$ cat config.mk
export PLATFORM = sky130hd
export DESIGN_NAME = plob_front
export DESIGN_NICKNAME = d
export VERILOG_FILES = /design/src/sv/plob_pkg.sv /design/src/sv/plob_front.sv
export SDC_FILE = /design/constraint.sdc
export NUM_CORES = 1
export LEC_CHECK = 0
export ABC_CLOCK_PERIOD_IN_PS = 4000
export BUFFER_PORTS_ARGS = -buffer_cell sky130_fd_sc_hd__buf_2
export CAP_MARGIN = 20
export CORE_UTILIZATION = 29
export DETAILED_ROUTE_END_ITERATION = 8
export GPL_TIMING_DRIVEN = 0
export HOLD_SLACK_MARGIN = 0.02
export SLEW_MARGIN = 20
export SYNTH_ARGS = -nofsm -noshare
export SYNTH_HDL_FRONTEND = slang
export SYNTH_SLANG_ARGS = --single-unit
export TNS_END_PERCENT = 100
$ cat constraint.sdc
create_clock -name clk -period 4 [get_ports clk]
set_input_delay 0.8 -clock clk [delete_from_list [all_inputs] [get_ports clk]]
set_output_delay 0.8 -clock clk [all_outputs]
set_load 0.02 [all_outputs]
$ cat src/sv/plob_pkg.sv
// ---------------------------------------------------------------------------
// plob_pkg
// Shared types and constants of the price level order book.
// ---------------------------------------------------------------------------
package plob_pkg;

	localparam int PRICE_LEVELS = 4096;
	localparam int ORDER_SLOTS  = 1024;
	localparam int LVL_W  = 12;                      // level index and best fields
	localparam int SLOT_W = $clog2(ORDER_SLOTS);     // slot address
	localparam int CNT_W  = 11;                      // counts up to ORDER_SLOTS

	localparam logic KIND_ADD    = 1'b0;
	localparam logic KIND_CANCEL = 1'b1;
	localparam logic SIDE_BID    = 1'b0;
	localparam logic SIDE_ASK    = 1'b1;

	typedef enum logic [2:0] {
		ST_OK      = 3'd0,
		ST_RANGE   = 3'd1,
		ST_DUP     = 3'd2,
		ST_UNKNOWN = 3'd3,
		ST_FULL    = 3'd4
	} status_t;

	typedef struct packed {
		logic               kind;
		logic [31:0]        order_id;
		logic signed [15:0] price;
		logic               side;
	} req_t;

	typedef struct packed {
		status_t     status;
		logic [11:0] best_bid;
		logic [11:0] best_ask;
		logic [10:0] bid_orders;
		logic [10:0] ask_orders;
	} res_t;

	// Classified request handed from front to back
	typedef struct packed {
		logic             kind;
		logic [31:0]      order_id;
		logic [LVL_W-1:0] lvl;
		logic             side;
		logic             range_bad;
	} cmd_t;

	// One order table entry
	typedef struct packed {
		logic [31:0]      order_id;
		logic [LVL_W-1:0] lvl;
		logic             side;
	} slot_t;

endpackage

$ cat src/sv/plob_front.sv
// ---------------------------------------------------------------------------
// plob_front
// Accepts requests, classifies them and holds them in a two entry queue.
// ---------------------------------------------------------------------------
module plob_front (
	input  logic            clk,
	input  logic            arst_n,
	input  logic            req_valid,
	output logic            req_stall,
	input  plob_pkg::req_t  req,
	input  logic            clearing,
	output logic            cmd_valid,
	output plob_pkg::cmd_t  cmd,
	input  logic            cmd_pop
);

	plob_pkg::cmd_t ent_q [2];
	logic           wr_q;
	logic           rd_q;
	logic [1:0]     cnt_q;
	logic           push;
	plob_pkg::cmd_t cls;

	// Price range check and level extraction
	always_comb begin
		cls.kind      = req.kind;
		cls.order_id  = req.order_id;
		cls.lvl       = req.price[plob_pkg::LVL_W-1:0];
		cls.side      = req.side;
		cls.range_bad = req.price[15] ||
			({1'b0, req.price} >= 17'(plob_pkg::PRICE_LEVELS));
	end

	assign req_stall = (cnt_q == 2'd2) || clearing;
	assign push      = req_valid && !req_stall;
	assign cmd_valid = (cnt_q != 2'd0);
	assign cmd       = ent_q[rd_q];

	// Queue storage
	always_ff @(posedge clk) begin
		if (push) begin
			ent_q[wr_q] <= cls;
		end
	end

	// Queue pointers
	always_ff @(posedge clk or negedge arst_n) begin
		if (!arst_n) begin
			wr_q  <= 1'b0;
			rd_q  <= 1'b0;
			cnt_q <= 2'd0;
		end else begin
			if (push) begin
				wr_q <= ~wr_q;
			end
			if (cmd_pop) begin
				rd_q <= ~rd_q;
			end
			cnt_q <= cnt_q + 2'(push) - 2'(cmd_pop);
		end
	end

endmodule

# ---- Word level (Yosys, flattened, before mapping)
# Memories as Yosys holds them, arrays and structs flattened.
# Index checks and enable logic that the tools add are counted.
dict set report totals {
  ff_bits 4
  mem_bits_rw 94
  out_inout_bits 49
  n_memories 1
}
# name depth word_bits rd rd_clocked_by_memory_dff wr line
set mem_list {}
lappend mem_list {ent_q 2 47 1 0 1 plob_front.sv:17} ;# plob_pkg::cmd_t ent_q [2];
dict set report op_classes {
  add_sub_neg 2
  magnitude_cmp 1
  n_eq_ne 1
  muxes 2
  bitwise 2
  reduce_logical 5
}
# operator count
set op_table {}
lappend op_table {{>= comparator 16 x 13 -> 1 bit, second input constant} 1}
lappend op_table {{adder 2 x 1 -> 2 bit} 1}
lappend op_table {{equality test 2 bit, second input constant} 1}
lappend op_table {{logical OR 1 bit} 2}
lappend op_table {{2-to-1 mux 1 bit} 2}
lappend op_table {{NOT 1 bit} 2}
lappend op_table {{nonzero test 2 bit} 1}
lappend op_table {{subtractor 2 x 1 -> 2 bit} 1}
lappend op_table {{logical AND 1 bit} 1}
lappend op_table {{zero test 1 bit} 1}

# ---- Depth between registers and ports, before layout
# Gate-level depths: netlist of run 1.
dict set report logic_depth {
  word_depth 6
  depth_mapped 7
  depth_no_buf 7
}

# ---- Worst setup path before layout of run 1
# Ideal clock, no wire load.
dict set report synth_timing {
  path_kind {input-to-reg}
  start {in clearing}
  end {mem ent_q[0][0] in the netlist's numbering, enable pin}
  t_arrival_ns 3.022
  path_slack_ns 0.527
  stages 2
  path_buffers 0
  path_cell_list {nand3b_1 nor2_1}
}
dict set report synth_via {
  elab_chain_len 5
}
# item line
set synth_lines {}
lappend synth_lines {{start: declaration} plob_front.sv:11} ;# input logic clearing,
lappend synth_lines {{logical OR 1 bit} plob_front.sv:34} ;# assign req_stall = (cnt_q == 2'd2) || clearing;
lappend synth_lines {{zero test 1 bit} plob_front.sv:35} ;# assign push = req_valid && !req_stall;
lappend synth_lines {{logical AND 1 bit} plob_front.sv:35}
lappend synth_lines {{2-to-1 mux 1 bit} plob_front.sv:41} ;# if (push) begin
lappend synth_lines {{2-to-1 mux 1 bit (implied by the code)} plob_front.sv:42} ;# ent_q[wr_q] <= cls;
lappend synth_lines {{end: declaration} plob_front.sv:17}
# Every way passes these cells.

==> reports/qor.yml, run 1 <==
outcome:
  status: "finished clean"
grt:
  overflow: 0
  track_usage_pct: 10.5
  grt_pass1_wl_mm: 9.85
  grt_start_max_net_pins: 25
  first_global_vias: 1942
  antenna_found_initial: 0
power_and_ir_drop:
  ir_worst_vdd_mv: 0.290
  p_leak_nw: 1.83
  power_mw: 3.19
  seqPwrFrac_pct: 41.4
  power_switching_share_pct: 30.0
  power_frac_comb_pct: 33.1
  power_frac_clock_pct: 25.5
  p_switching_uw: 956
  power_density_nw_per_um2: 666
  intPower_mw: 2.23
floorplan:
  fp-row-count: 40
  die_h_um: 115
  core_area_um2: 12200
  die_w_um: 115
  die_area_um2: 13100
  io_pins: 104
  initial_core_util_pct: 30.1
final_layout:
  fin_cells: 455
  final_nets: 340
  layout-drive-gt1-share_pct: 60.6
  fill_cells: 1191
  area_delta_synth_final_pct: 30.2
  diodes: 0
timing:
  maxSlewViolCount: 0
  max-slew-margin-rel_pct: 77.3
  worst_slack_ns: 1.61
  setup_viol: 0
  finClkSkew_ns: 0.00458
  rsz0062_at_grt: "no"
  setup_tns_ns: 0
  max_freq_mhz: 419
  tightest_slew_ns: 0.340
  post-route-period-util_pct: 59.7
  whs_ns: 0.255
  fin_crit_ns: 2.39
  final_hold_viol_count: 0
logic_synthesis:
  syn_inst: 165
  synth_top_area_cell: "edfxtp_1"
  synth_cell_types: 15
  synth.area.top_cells: "edfxtp_1 (77%), mux2_2 (8.3%), mux2_4 (8.2%)"
  synth-edff-count: 94
  synth_common_cells: "edfxtp_1 (94), mux2_2 (27), mux2_4 (20)"
  syn_area_um2: 3680
  yosys.area.top_type_share_pct: 76.7
  yosysMostFrequentCell: "edfxtp_1"
  yosys_warnings: 0
  synthArstFlopShare_pct: 4.08
  ys_ff_latch: 98
  synth_nets: 222
  synth.avg_cell_area_um2: 22.3
  yosysSeqAreaShare_pct: 79.4
  synth_ff_type: "edfxtp_1"
worst_setup_path:
  crit_type: "reg -> out"
  rr_worst_depth: 7
  rr_endpoint: "cnt_q[1]"
  rr_startpoint: "cnt_q[1]"
  r2r_slack_ns: 2.26
  critPathLaunchType: "register"
  cp_max_fo: 10
  worstPathRequired_ns: 3.20
  end_kind: "output pin"
  arrival_ns: 1.59
clocking:
  cts_tree: "yes"
  cts.path.max_buffers: 2
  clk-insertion-delay-late_ns: 0.34
  clockRootBuffer: "clkbuf_16"
  cts_setup_buffers: 0
  cts-htree-levels: 3
  cts.repair.resized: 0
  cts_buffers: 9
  cts_hold_buf: 0
  clock_sinks: 98
  clk_pin_slew_worst_paths_ns: 0.06
min_path:
  hold_class: "in -> async"
placement:
  port_buffers: 103
  hpwl_mm: 4.44
  dp_slack_ns: 1.77
  place.gp.congestion: 0.617
  dp.cells: 440
route:
  wl_mm: 6.43
  drc: 0
  wl_per_cell_um: 14.1
  drtAntennaViolNets: 0
  via_per_inst: 4.15
  drtPass1Iterations: 4
  num_vias: 1888
  drt_iter0_markers: 76
run:
  maxCapViolations: 0
==> power by group through the flow <==
stage / clock network, mW / registers, mW / logic (mW)
floorplan: 0 / 1.34 / 0.737
global placement: 0 / 1.35 / 1.02
detailed placement: 0 / 1.34 / 1.08
CTS: 0.846 / 1.32 / 1.08
global route: 0.885 / 1.33 / 1.13
finish: 0.812 / 1.32 / 1.06
==> worst max-delay path by stage <==
stage             start      endpoint  slack, ns  depth (start not counted)
6_report           rd_q       cmd[31]       1.61                          4
5_1_grt            rd_q       cmd[27]       1.53                          4
4_1_cts            rd_q       cmd[20]       1.57                          4
3_5_place_dp   clearing      cnt_q[1]       1.77                          7
3_3_place_gp   clearing  ent_q[1][30]      -0.86                          3
2_1_floorplan  clearing   ent_q[0][0]       0.53                          2
==> critical path, cell delays in order (launching register included) <==
cell     delay, ns
dfrtp_1       0.37
buf_6         0.19
buf_6         0.21
mux2_4        0.31
buf_2         0.16
==> per-layer routing <==
| metal | routed length, µm | share of wire, % | up-vias | global-route usage [%] |
|---|---|---|---|---|
| li1 | - | - | 879 | - |
| met4 | 160 | 2.5 | 0 | 6.49 |
| met1 | 2580 | 40 | 938 | 11.3 |
| met5 | 0 | 0 | - | 0 |
| met2 | 3320 | 52 | 60 | 17.8 |
| met3 | 368 | 5.7 | 11 | 3.71 |
==> metrics by stage <==
| stage | utilization, % | instance area (µm²) |
|---|---|---|
| final | 39.2 | 4790 |
| after CTS | 39.2 | 4790 |
| after detailed placement | 37.0 | 4520 |
| after global placement | 36.1 | 4410 |
| after global routing | 39.2 | 4790 |
| after floorplan | - | 3680 |
==> sequential cells by signal, summed over array words and instances (netlist names) <==
signal,count
cnt_q,2
ent_q,94
rd_q,1
wr_q,1
==> area by class of cell <==
| class | instances | area (µm²) | area share (%) |
|---|---|---|---|
| clock buffers | 11 | 233 | 4.86 |
| well taps | 168 | 210 | 4.39 |
| repair buffers | 107 | 611 | 12.7 |
| clock inverters | 4 | 43.8 | 0.914 |
| flip-flops and latches | 98 | 2920 | 61.0 |
| plain buffers | 5 | 43.8 | 0.914 |
| inverters | 2 | 7.51 | 0.157 |
| multi-input cells | 60 | 721 | 15.0 |
==> logic make-up after synthesis <==
group	share of synthesized area (%)
mux	16.4
simple gates	1.12
flops	79.4
buf+inv	1.39
fa+ha+maj	0.680
xor+xnor	0.952
==> layout by cell type (no fill, tap or decap), types with 2 or more instances in the layout <==
| cell type | count |
|---|---|
| buf_2 | 105 |
| edfxtp_1 | 94 |
| mux2_2 | 27 |
| mux2_4 | 20 |
| clkbuf_16 | 9 |
| dfrtp_1 | 4 |
| buf_6 | 3 |
| xnor2_1 | 3 |
| nand2b_1 | 2 |
| inv_1 | 2 |
| nor2_4 | 2 |
| ha_1 | 2 |
| clkinv_2 | 2 |
| clkbuf_1 | 2 |
| buf_12 | 2 |
| buf_16 | 2 |
Note: power is estimated with default switching activity, not from simulation.
==> inputs of run 2 (changes only) <==
Settings changed: ABC_CLOCK_PERIOD_IN_PS 4000 to 2500.
Clock period 4 ns to 2.5 ns, I/O delays scaled along.
==> run 2 against run 1 <==
  * Sequential power grew 60%
  * Flip-flop and latch count stayed put
  * Worst setup slack got worse by 1.2 ns
  * Critical path depth is the same
  * Critical path type unchanged
==> reports/qor.yml, run 2 (synthesis gave the netlist of run 1 again) <==
final_layout:
  area_delta_synth_final_pct: 30.5
  diodes: 0
  final_nets: 341
  mostFrequentLayoutCell: "buf_2"
  postLayoutCellArea_um2: 4800
  final_cell_mix: "buf_2 (105), edfxtp_1 (94), mux2_2 (27)"
  reg_top3: "ent_q x94, cnt_q x2"
  top_register: "ent_q"
  fill_cells: 1190
  largest_reg_flops: 94
  layout-drive-gt1-share_pct: 60.4
grt:
  first_global_vias: 1948
  grt_pass1_wl_mm: 9.87
  track_usage_pct: 10.5
  antenna_found_initial: 0
  grt_start_max_net_pins: 25
  overflow: 0
route:
  num_vias: 1891
  drtAntennaViolNets: 0
  drtPass1Iterations: 4
  wl_per_cell_um: 14.1
  wl_mm: 6.44
  via_per_inst: 4.15
  drt_iter0_markers: 49
  drc: 0
clocking:
  cts.repair.resized: 0
  clk-insertion-delay-late_ns: 0.34
  clk_pin_slew_worst_paths_ns: 0.06
  clock_sinks: 98
  cts.path.max_buffers: 2
  cts_buffers: 9
  cts_setup_buffers: 0
  cts-htree-levels: 3
  cts_tree: "yes"
  clockRootBuffer: "clkbuf_16"
  cts_hold_buf: 1
timing:
  finClkSkew_ns: 0.00461
  maxSlewViolCount: 0
  rsz0062_at_grt: "no"
  setup_viol: 0
  worst_slack_ns: 0.414
  max_freq_mhz: 479
  final_hold_viol_count: 0
  post-route-period-util_pct: 83.4
  tightest_slew_ns: 0.340
  max-slew-margin-rel_pct: 77.3
  fin_crit_ns: 2.09
placement:
  dp_slack_ns: 0.572
  port_buffers: 103
  dpl-instance-area_um2: 4520
  hpwl_mm: 4.44
  place.gp.congestion: 0.617
worst_setup_path:
  end_kind: "output pin"
  slowest_stage: "dfrtp_1"
  critPathLaunchType: "register"
  worstPathRequired_ns: 2.00
  cp_top_family: "buffers and inverters"
  path_cells: "buf_6 > buf_6 > mux2_4 > buf_2"
  arrival_ns: 1.59
  crit_top_cell: "buf_6"
  crit_type: "reg -> out"
  r2r_slack_ns: 0.76
  cp_max_fo: 10
  slowest_delay_ns: 0.37
  critPathBufInv: 3
floorplan:
  die_h_um: 115
  fp-row-count: 40
  io_pins: 104
  initial_core_util_pct: 30.1
  die_area_um2: 13100
  die_w_um: 115
  core_area_um2: 12200
run:
  maxCapViolations: 0
min_path:
  hold_class: "in -> reg"
power_and_ir_drop:
  ir_worst_vdd_mv: 0.464
  power_density_nw_per_um2: 1060
  p_leak_nw: 1.83
  power_mw: 5.10
outcome:
  status: "finished clean"
[run 2: cell types whose count changed in the layout (fill, tap and decap cells not counted)]
cell and change:
dlygate4sd3_1 +1
[run 2: layer usage]
metal	routed length [µm]	vias to the layer above	share of wire, %	global-route usage [%]
met3	367	11	5.7	3.71
met2	3330	60	52	17.8
li1	-	881	-	-
met4	160	0	2.5	6.49
met1	2590	939	40	11.3
met5	0	-	0	0
[run 2: final cells by class]
type / instances / area [µm²] / area share, %
clock buffers: 11 / 233 / 4.85
clock inverters: 4 / 43.8 / 0.912
flip-flops and latches: 98 / 2920 / 60.9
inverters: 2 / 7.51 / 0.156
well taps: 168 / 210 / 4.38
repair buffers: 108 / 621 / 12.9
plain buffers: 5 / 43.8 / 0.912
multi-input cells: 60 / 721 / 15.0
[run 2: final timing paths]
check	cells after the start	from	to
worst max-delay path	4	rd_q	cmd[31]
worst min-delay path	1	req[12]	ent_q[1][13]
worst max register to register	7	cnt_q[1]	cnt_q[1]
worst min register to register	1	cnt_q[0]	cnt_q[0]
max in group asynchronous	2	arst_n	cnt_q[1]
min in group asynchronous	2	arst_n	cnt_q[0]
[run 2: power breakdown]
group	switching, mW	internal (mW)
Combinational	0.928	0.763
Clock	0.536	0.763
Sequential	0.0656	2.05
[run 2: metrics by stage]
stage               util, %  setup TNS [ns]  instances  hold slack, ns
detailed placement     37.0               0        440           0.313
floorplan                 -          -63.30        165           0.204
global route           39.3               0        456           0.329
finish                 39.3               0        456           0.346
global placement       36.1         -193.55        436           0.308
CTS                    39.3               0        456           0.326
==> inputs of run 3 (changes only) <==
Settings changed: ABC_CLOCK_PERIOD_IN_PS 2500 to 2000.
Clock period 2.5 ns to 2 ns, I/O delays scaled along.
==> run 3 against run 2 <==
  * Utilization increased by 0.26 points
  * Worst hold slack got worse by 0.099 ns
  * Worst setup slack got worse by 0.33 ns
  * Critical endpoint is now cmd[18]
  * Cell area increased by 0.65%
  * Flip-flop and latch count unchanged
  * Critical path depth unchanged
  * Critical path type unchanged
  * Die area unchanged
==> reports/qor.yml, run 3 (synthesis gave the netlist of run 1 again) <==
clocking:
  cts_tree: "yes"
  cts.path.max_buffers: 2
  clk-insertion-delay-late_ns: 0.34
  clk_pin_slew_worst_paths_ns: 0.06
  cts-htree-levels: 3
  clockRootBuffer: "clkbuf_16"
  cts_buffers: 9
  clock_sinks: 98
worst_setup_path:
  crit_type: "reg -> out"
  cp_max_fo: 10
  worstPathRequired_ns: 1.60
  end_kind: "output pin"
  arrival_ns: 1.52
  critPathLaunchType: "register"
  rr_startpoint: "cnt_q[1]"
  rr_worst_depth: 7
  rr_endpoint: "cnt_q[1]"
  r2r_slack_ns: 0.10
placement:
  dpl-instance-area_um2: 4460
  dp_slack_ns: -0.146
  port_buffers: 103
  place.gp.congestion: 0.590
  hpwl_mm: 4.26
  dp.cells: 438
final_layout:
  area_delta_synth_final_pct: 31.4
  diodes: 0
  mostFrequentLayoutCell: "buf_2"
  top_register: "ent_q"
  fin_cells: 462
  final_cell_mix: "buf_2 (103), edfxtp_1 (94), mux2_2 (27)"
  final_nets: 347
  layout-drive-gt1-share_pct: 60.9
  largest_reg_flops: 94
  reg_top3: "ent_q x94, cnt_q x2"
  fill_cells: 1186
  postLayoutCellArea_um2: 4830
route:
  wl_mm: 6.49
  num_vias: 1912
  drt_iter0_markers: 79
  drtPass1Iterations: 4
  drc: 0
  wl_per_cell_um: 14.0
  via_per_inst: 4.14
  drtAntennaViolNets: 0
min_path:
  hp-start: "req[48]"
  min_path_cells: 1
  hold_class: "in -> reg"
  hold_end: "ent_q[0][45]"
timing:
  setup_tns_ns: 0
  maxSlewViolCount: 0
  worst_slack_ns: 0.0790
  finClkSkew_ns: 0.00481
  fin_crit_ns: 1.92
  rsz0062_at_grt: "yes"
  max_freq_mhz: 521
  post-route-period-util_pct: 96.1
  final_hold_viol_count: 0
  tightest_slew_ns: 0.641
  setup_viol: 0
  max-slew-margin-rel_pct: 57.2
grt:
  grt_pass1_wl_mm: 9.49
  first_global_vias: 1943
  overflow: 0
  track_usage_pct: 10.1
  grt_start_max_net_pins: 26
  antenna_found_initial: 0
floorplan:
  io_pins: 104
  die_h_um: 115
  initial_core_util_pct: 30.1
  fp-row-count: 40
  core_area_um2: 12200
  die_w_um: 115
  die_area_um2: 13100
outcome:
  status: "finished clean"
run:
  maxCapViolations: 0
power_and_ir_drop:
  power_density_nw_per_um2: 1350
  p_leak_nw: 1.85
  ir_worst_vdd_mv: 0.568
run 3: report_power, final:
group	leakage [nW]	switching [mW]	internal (mW)
clock	0.135	0.690	0.948
sequential	0.904	0.0935	2.56
combinational	0.814	1.18	1.04
run 3: metrics by stage:
| stage | utilization [%] | total power [mW] | hold slack, ns |
|---|---|---|---|
| 2_1_floorplan | - | 4.15 | 0.104 |
| 3_3_place_gp | 36.1 | 4.73 | 0.207 |
| 3_5_place_dp | 36.5 | 4.79 | 0.212 |
| 4_1_cts | 39.2 | 6.53 | 0.225 |
| 5_1_grt | 39.6 | 6.80 | 0.234 |
| 6_report | 39.6 | 6.51 | 0.247 |
run 3: worst max-delay path: stages (launching register included):
cell and delay (ns):
dfrtp_1 0.41, buf_8 0.16, buf_12 0.15, mux2_4 0.30
buf_2 0.16
run 3: how the worst max path moves through the flow:
| stage | endpoint | start | cells after the start | slack (ns) |
|---|---|---|---|---|
| 2_1_floorplan | ent_q[0][0] | clearing | 2 | -0.32 |
| 5_1_grt | cnt_q[1] | cnt_q[1] | 7 | -0.03 |
| 4_1_cts | ent_q[1][35] | cnt_q[1] | 4 | -0.11 |
| 3_5_place_dp | ent_q[1][29] | clearing | 4 | -0.15 |
| 6_report | cmd[18] | rd_q | 4 | 0.08 |
| 3_3_place_gp | ent_q[0][3] | clearing | 3 | -1.25 |
run 3: area by class of cell:
cell class	count	area, µm²	area share [%]
Timing Repair Buffer	112	614	12.7
Clock buffer	10	229	4.74
Clock inverter	5	46.3	0.958
Buffer	5	70.1	1.45
Tap cell	168	210	4.35
Multi-Input combinational cell	62	733	15.2
Inverter	2	7.51	0.155
Sequential cell	98	2920	60.5
run 3: timing repair:
action,CTS,global route
setup buffers,4,2
pin swaps,0,2
resized for setup,2,6
setup endpoints to repair,70,86
gates cloned,0,2
hold endpoints to repair,4,0
hold buffers,1,0
run 3: per-layer routing:
metal / up-vias / GRT usage [%] / share of wire [%] / routed length, µm
met5: - / 0 / 0 / 0
met4: 0 / 5.71 / 2.3 / 148
met3: 13 / 3.49 / 5.7 / 371
met2: 65 / 16.6 / 51 / 3290
met1: 941 / 11.4 / 41 / 2680
li1: 893 / - / - / -
